## config.mk

```make
export PLATFORM = sky130hd
export DESIGN_NAME = byte_pattern_replace
export DESIGN_NICKNAME = d
export VERILOG_FILES = /design/src/rtl/core/bpr_pkg.sv /design/src/rtl/core/byte_pattern_replace.sv /design/src/rtl/core/bpr_step.sv
export SDC_FILE = /design/constraint.sdc
export NUM_CORES = 1
export LEC_CHECK = 0
export BUFFER_PORTS_ARGS = -buffer_cell sky130_fd_sc_hd__buf_2
export CORE_UTILIZATION = 50
export CTS_BUF_LIST = sky130_fd_sc_hd__clkbuf_8
export CTS_CLUSTER_SIZE = 24
export DETAILED_ROUTE_END_ITERATION = 7
export PLACE_DENSITY = 0.68
export SYNTH_ARGS = -nofsm -noshare
export SYNTH_HDL_FRONTEND = slang
export SYNTH_SLANG_ARGS = --single-unit
```

## constraint.sdc

```tcl
create_clock -name clk -period 4.24 [get_ports clk]
set_clock_uncertainty 0.1 [all_clocks]
set_input_delay 0.424 -clock clk [delete_from_list [all_inputs] [get_ports clk]]
set_output_delay 0.424 -clock clk [all_outputs]
set_load 0.02 [all_outputs]
```

## src/rtl/core/bpr_pkg.sv

```systemverilog
// shared types, constants and helpers for the byte pattern replace block
package bpr_pkg;

  localparam int MAX_PATTERN = 8;
  localparam int LEN_W = 4;

  typedef logic [7:0] byte_t;
  typedef logic [LEN_W-1:0] len_t;
  typedef logic [MAX_PATTERN-1:0][7:0] win_t;

  typedef enum logic [1:0] {
    REG_PATTERN_BYTES,
    REG_PATTERN_LEN,
    REG_REPL_BYTES,
    REG_REPL_LEN
  } cfg_reg_t;

  // one request's worth of results, oldest byte in entry 0
  typedef struct packed {
    win_t bytes;
    len_t cnt;
    logic rep;
    logic eob;
  } burst_t;

  function automatic len_t eff_len(input len_t v);
    if (v > len_t'(MAX_PATTERN)) begin
      return len_t'(MAX_PATTERN);
    end
    return v;
  endfunction

endpackage

```

## src/rtl/core/byte_pattern_replace.sv

```systemverilog
// top level of the streaming find-and-replace block
// usage:
//   input stream s_*: one byte per request, s_tlast on the final byte of a buffer
//   output stream m_*: patched bytes, m_tuser high on replacement bytes,
//   m_tlast on the final output byte of a buffer
//   cfg_we/cfg_index/cfg_data: register writes, only while the block is idle;
//   a pattern length write empties the match window
// latency: results of a request are presented on the cycle after it is taken
// throughput: one input byte per cycle while each byte gives at most one
//   result and m_tready stays high; a request giving more results holds the
//   output burst register, and input is taken again in the cycle its last result leaves
// bytes that only extend a partial match give no result until the match is
//   decided or the buffer ends
// reset: window empty, output burst empty, pattern length 0 (pass-through),
//   replacement length 1
// receiver stall: the burst register holds, and input is refused until it
//   drains to its final result
module byte_pattern_replace (
  input  logic              clk,
  input  logic              rst,
  input  logic              s_tvalid,
  output logic              s_tready,
  input  logic [7:0]        s_tdata,   // data_byte
  input  logic              s_tlast,   // end_of_buffer
  output logic              m_tvalid,
  input  logic              m_tready,
  output logic [7:0]        m_tdata,   // out_byte
  output logic              m_tuser,   // from_replacement
  output logic              m_tlast,   // last
  input  logic              cfg_we,
  input  bpr_pkg::cfg_reg_t cfg_index,
  input  logic [63:0]       cfg_data
);
  import bpr_pkg::*;

  win_t   pat_bytes;
  win_t   rep_bytes;
  len_t   pat_len_reg;
  len_t   rep_len_reg;
  len_t   pat_len;
  len_t   rep_len;
  win_t   win;
  len_t   win_count;
  win_t   win_next;
  len_t   win_count_next;
  burst_t burst;
  burst_t step_burst;
  logic   s_accept;
  logic   m_accept;
  logic   pat_len_write;

  assign pat_len = eff_len(pat_len_reg);
  assign rep_len = eff_len(rep_len_reg);

  assign m_tvalid = (burst.cnt != '0);
  assign m_tdata  = burst.bytes[0];
  assign m_tuser  = burst.rep;
  assign m_tlast  = burst.eob && (burst.cnt == len_t'(1));
  assign m_accept = m_tvalid && m_tready;
  assign s_tready = (burst.cnt == '0) || ((burst.cnt == len_t'(1)) && m_tready);
  assign s_accept = s_tvalid && s_tready;
  assign pat_len_write = cfg_we && (cfg_index == REG_PATTERN_LEN);

  bpr_step u_step (
    .win            (win),
    .win_count      (win_count),
    .data_byte      (s_tdata),
    .end_of_buffer  (s_tlast),
    .pat_len        (pat_len),
    .rep_len        (rep_len),
    .pat_bytes      (pat_bytes),
    .rep_bytes      (rep_bytes),
    .burst          (step_burst),
    .win_next       (win_next),
    .win_count_next (win_count_next)
  );

  always_ff @(posedge clk) begin
    if (rst) begin
      pat_bytes   <= '0;
      pat_len_reg <= '0;
      rep_bytes   <= '0;
      rep_len_reg <= len_t'(1);
    end else if (cfg_we) begin
      case (cfg_index)
        REG_PATTERN_BYTES: pat_bytes   <= cfg_data;
        REG_PATTERN_LEN:   pat_len_reg <= cfg_data[LEN_W-1:0];
        REG_REPL_BYTES:    rep_bytes   <= cfg_data;
        REG_REPL_LEN:      rep_len_reg <= cfg_data[LEN_W-1:0];
        default: ;
      endcase
    end
  end

  always_ff @(posedge clk) begin
    if (rst) begin
      win_count <= '0;
    end else if (pat_len_write) begin
      win_count <= '0;
    end else if (s_accept) begin
      win_count <= win_count_next;
    end
  end

  always_ff @(posedge clk) begin
    if (s_accept) begin
      win <= win_next;
    end
  end

  always_ff @(posedge clk) begin
    if (rst) begin
      burst.cnt <= '0;
    end else if (s_accept) begin
      burst <= step_burst;
    end else if (m_accept) begin
      burst.cnt <= burst.cnt - len_t'(1);
      for (int i = 0; i < MAX_PATTERN - 1; i++) begin
        burst.bytes[i] <= burst.bytes[i+1];
      end
    end
  end

`ifndef SYNTHESIS
  a_window_below_pattern: assert property (@(posedge clk) disable iff (rst)
    (pat_len != '0) |-> (win_count < pat_len))
    else $error("window holds a full pattern length");

  a_pattern_len_clears: assert property (@(posedge clk) disable iff (rst)
    pat_len_write |=> (win_count == '0))
    else $error("window not emptied by pattern length write");

  a_pass_emits_all: assert property (@(posedge clk) disable iff (rst)
    (s_accept && !pat_len_write && ((pat_len == '0) || (rep_len == '0)))
    |=> (burst.cnt == $past(win_count) + len_t'(1)) && (win_count == '0))
    else $error("pass-through did not flush the window");

  a_rep_burst_len: assert property (@(posedge clk) disable iff (rst)
    (m_tvalid && m_tuser) |-> (burst.cnt <= len_t'(MAX_PATTERN)) && (burst.cnt != '0))
    else $error("replacement burst length out of range");
`endif

endmodule

```

## src/rtl/core/bpr_step.sv

```systemverilog
// combinational step: window append, pattern compare and result burst for one request
module bpr_step (
  input  bpr_pkg::win_t   win,
  input  bpr_pkg::len_t   win_count,
  input  bpr_pkg::byte_t  data_byte,
  input  logic            end_of_buffer,
  input  bpr_pkg::len_t   pat_len,
  input  bpr_pkg::len_t   rep_len,
  input  bpr_pkg::win_t   pat_bytes,
  input  bpr_pkg::win_t   rep_bytes,
  output bpr_pkg::burst_t burst,
  output bpr_pkg::win_t   win_next,
  output bpr_pkg::len_t   win_count_next
);
  import bpr_pkg::*;

  win_t app;
  len_t app_count;
  logic pass;
  logic full;
  logic hit;

  always_comb begin
    for (int i = 0; i < MAX_PATTERN; i++) begin
      app[i] = (LEN_W'(i) == win_count) ? data_byte : win[i];
    end
    app_count = win_count + len_t'(1);
    pass = (pat_len == '0) || (rep_len == '0);
    full = (app_count == pat_len);
    hit = full;
    for (int i = 0; i < MAX_PATTERN; i++) begin
      if ((LEN_W'(i) < pat_len) && (app[i] != pat_bytes[i])) begin
        hit = 1'b0;
      end
    end

    burst.eob = end_of_buffer;
    burst.rep = 1'b0;
    burst.bytes = app;
    burst.cnt = '0;
    win_next = app;
    win_count_next = app_count;

    if (pass || (end_of_buffer && !(full && hit))) begin
      // emit everything held plus the new byte
      burst.cnt = app_count;
      win_count_next = '0;
    end else if (full && hit) begin
      burst.bytes = rep_bytes;
      burst.rep = 1'b1;
      burst.cnt = rep_len;
      win_count_next = '0;
    end else if (full) begin
      // oldest byte leaves, the rest slide down
      burst.cnt = len_t'(1);
      for (int i = 0; i < MAX_PATTERN - 1; i++) begin
        win_next[i] = app[i+1];
      end
      win_next[MAX_PATTERN-1] = app[MAX_PATTERN-1];
      win_count_next = app_count - len_t'(1);
    end
  end

endmodule
```

==> metrics.txt <==
status=finished, final reports clean; Seq. cell area=between 6000 and 7000 um2; RSZ-0062 raised after global routing=no; first-pass GRT wire length=61,200 um; Worst-path clk slew=~0.060 ns; Synth top area share=0.283; Chip Width=168 um; Worst slew margin=0.359; most common cell in the netlist=nand2_1; number of clock sinks=~270; DR WL/cell=a little under 20 um; Post-Syn Nets=1,566; Total GRT Usage=0.282; critical path buffer and inverter count=2; yosys warns=0; First DRT Iteration DRCs=971; row count=60; setup_tns=0 ns; CTS tree=built; Flop pwr share=0.447; Core Footprint=27,000 um2; Max Freq=248 MHz; die height=168 um; layout cell share with drive strength beyond 1=0.169; Worst VDD drop=0.326 mV; Slew Limit Fails=0; drc violations=0; vias=11,400; syn avg cell area=9.34 um2; Cell Area, Synth=13,800 um2; Port Buffer Count=roughly 90; synth top area cells=edfxtp_1 (28%), dfxtp_1 (21%), mux2i_1 (9.4%), nand2_1 (8.9%), a21oi_1 (6.3%); vias in the first global route=between 10,000 and 15,000; Clk network pwr share=0.271; crit-path max cell delay=~0.60 ns; leak pwr=6.97 nW; CTS buffer count=47; total die area=28,300 um2; Cells after Synth=1,479; ys async rst share=0; Worst path slowest cell=or4_1; multi-input combinational cell area=6290 um2; Filler cells=~2,400; number of flops mapped to enable cells by yosys=130; detailed placer's ending HPWL=27,000 um; cell taking the most area after synthesis=edfxtp_1; post-layout min period=around 4 ns; Seq cells post-synth=274; starting density of the core=0.511; Internal=5.50 mW; biggest regs=pat_bytes (64), rep_bytes (64), win (64); Clock Latency Late Sink=0.57 ns; combinational power share=0.282; final hold viol count=0; crit path max fanout=a little over 40; Pwr Total=between 8 and 9 mW; PwrDens=507 nW/um2; Synth Flop Type=dfxtp_1; hold slack=0.0274 ns; Cell variety after synth=71; worst path required time=4.54 ns; drt first pass iters=8; CP Capture Type=register; leading cell types by count after synthesis=nand2_1 (329), a21oi_1 (173), dfxtp_1 (144), edfxtp_1 (130), mux2i_1 (130); setup violators final=0; Net count, final=roughly 1,700; GRT Residual Overflow=0; sw frac=0.334; final period utilization=0.950; Routability Congestion=0.929; max-cap violations=0; vias per cell=5.65; critical path class=register to register; Area growth, synth to finish=18.0%; delay-heaviest family, CP=compound AO/OA/AOI/OAI gates; crit start category=register; Max H-tree Level=2; diode count=0; Routed Wire Length=39,600 um; Seq/Total Area, Yosys=0.491; Ports=92; Max clock buf depth=3; Worst-Margin Slew=0.961 ns; Hold Crit Class=input port to register; Worst EP arrival=about 4.3 ns; P_sw=2.76 mW; crit-path cells=inv_1 > ha_1 > nor3b_2 > or4_1 > a2111oi_4 > nand4_1 > a2111o_1 > a211o_4 > buf_12 > and2_1 > o31ai_2; root buffer cell=clkbuf_8; Post-DRT Antenna Nets=0; largest net degree at the start of global routing=85; initial antenna violation count=0
==> what timing repair did <==
item                       in CTS  in global routing
gates resized for setup         0                  4
setup endpoints to repair       0                125
hold endpoints to repair      109                  0
hold buffers                   59                  0
setup buffers                   0                  1
==> metrics by stage <==
stage,instances,setup slack [ns],util,area (um2)
after detailed placement,1873,0.0870,0.547,14800
final,2020,0.214,0.603,16300
after global placement,1873,0.145,0.547,14800
after global routing,2020,0.0345,0.603,16300
after floorplan,1479,0.262,-,13800
after CTS,2018,0.0529,0.601,16200
==> cells in the final DEF (no fill, tap or decap), types with 10 or more instances in the layout <==
cell	Yosys	final
edfxtp_1	130	130
o21ai_0	24	24
dlygate4sd3_1	0	59
o22ai_1	18	18
a21oi_1	173	173
xor2_1	20	20
inv_1	74	99
clkbuf_8	0	54
and2_1	42	42
mux2i_1	130	130
nand2_1	329	328
buf_4	11	65
nor2_1	92	90
a222oi_1	10	10
dfxtp_1	144	144
buf_2	14	90
xnor2_1	29	29
o31ai_2	37	37
==> power groups by stage <==
stage | logic (mW) | clock network [mW] | registers [mW]
final | 2.33 | 2.24 | 3.70
after global routing | 2.54 | 2.38 | 3.73
after CTS | 2.31 | 2.28 | 3.69
after detailed placement | 2.26 | 0 | 3.74
after global placement | 2.22 | 0 | 3.73
after floorplan | 1.59 | 0 | 3.66
==> worst min-delay path, stage by stage <==
cell     delay, ns
buf_2         0.12
nand2_1       0.06
a21oi_1       0.05
==> logic make-up after synthesis <==
group,Yosys count,share of synthesized area
buffers and inverters,181,0.0602
AOI/OAI and AO/OA,308,0.149
xor gates and xnor gates,49,0.0311
adders and majority gates,7,0.00634
and+or+nand+nor,526,0.163
muxes,134,0.0983
DFF,274,0.491
==> path summary, 6_finish.rpt <==
check,start,endpoint,slack (ns),cells after the start
worst max register to register,win_count[1]$_SDFFE_PP0P_,burst[50]$_DFFE_PP_,0.21,11
worst min register to register,rep_bytes[51]$_SDFFE_PP0P_,rep_bytes[51]$_SDFFE_PP0P_,0.36,2
worst max-delay path,win_count[1]$_SDFFE_PP0P_,burst[50]$_DFFE_PP_,0.21,11
worst min-delay path,cfg_data[6],rep_bytes[6]$_SDFFE_PP0P_,0.03,3
==> layout make-up <==
class,count,area share
Sequential cell,274,0.416
Clock buffer,54,0.0456
Multi-Input combinational cell,1025,0.386
Inverter,75,0.0173
Clock inverter,32,0.00837
Timing Repair Buffer,219,0.100
Tap cell,341,0.0262
==> metal layers <==
layer  share of wire  global-route usage  routed length [um]  vias to the layer above
met5               0                   0                   0                        -
met4           0.029               0.101                1130                        0
met3           0.057              0.0343                2250                       80
met2            0.49               0.484               19200                      401
met1            0.43               0.365               17000                     5471
li1                -                   -                   -                     5455
(Power assumes the default switching activity.)
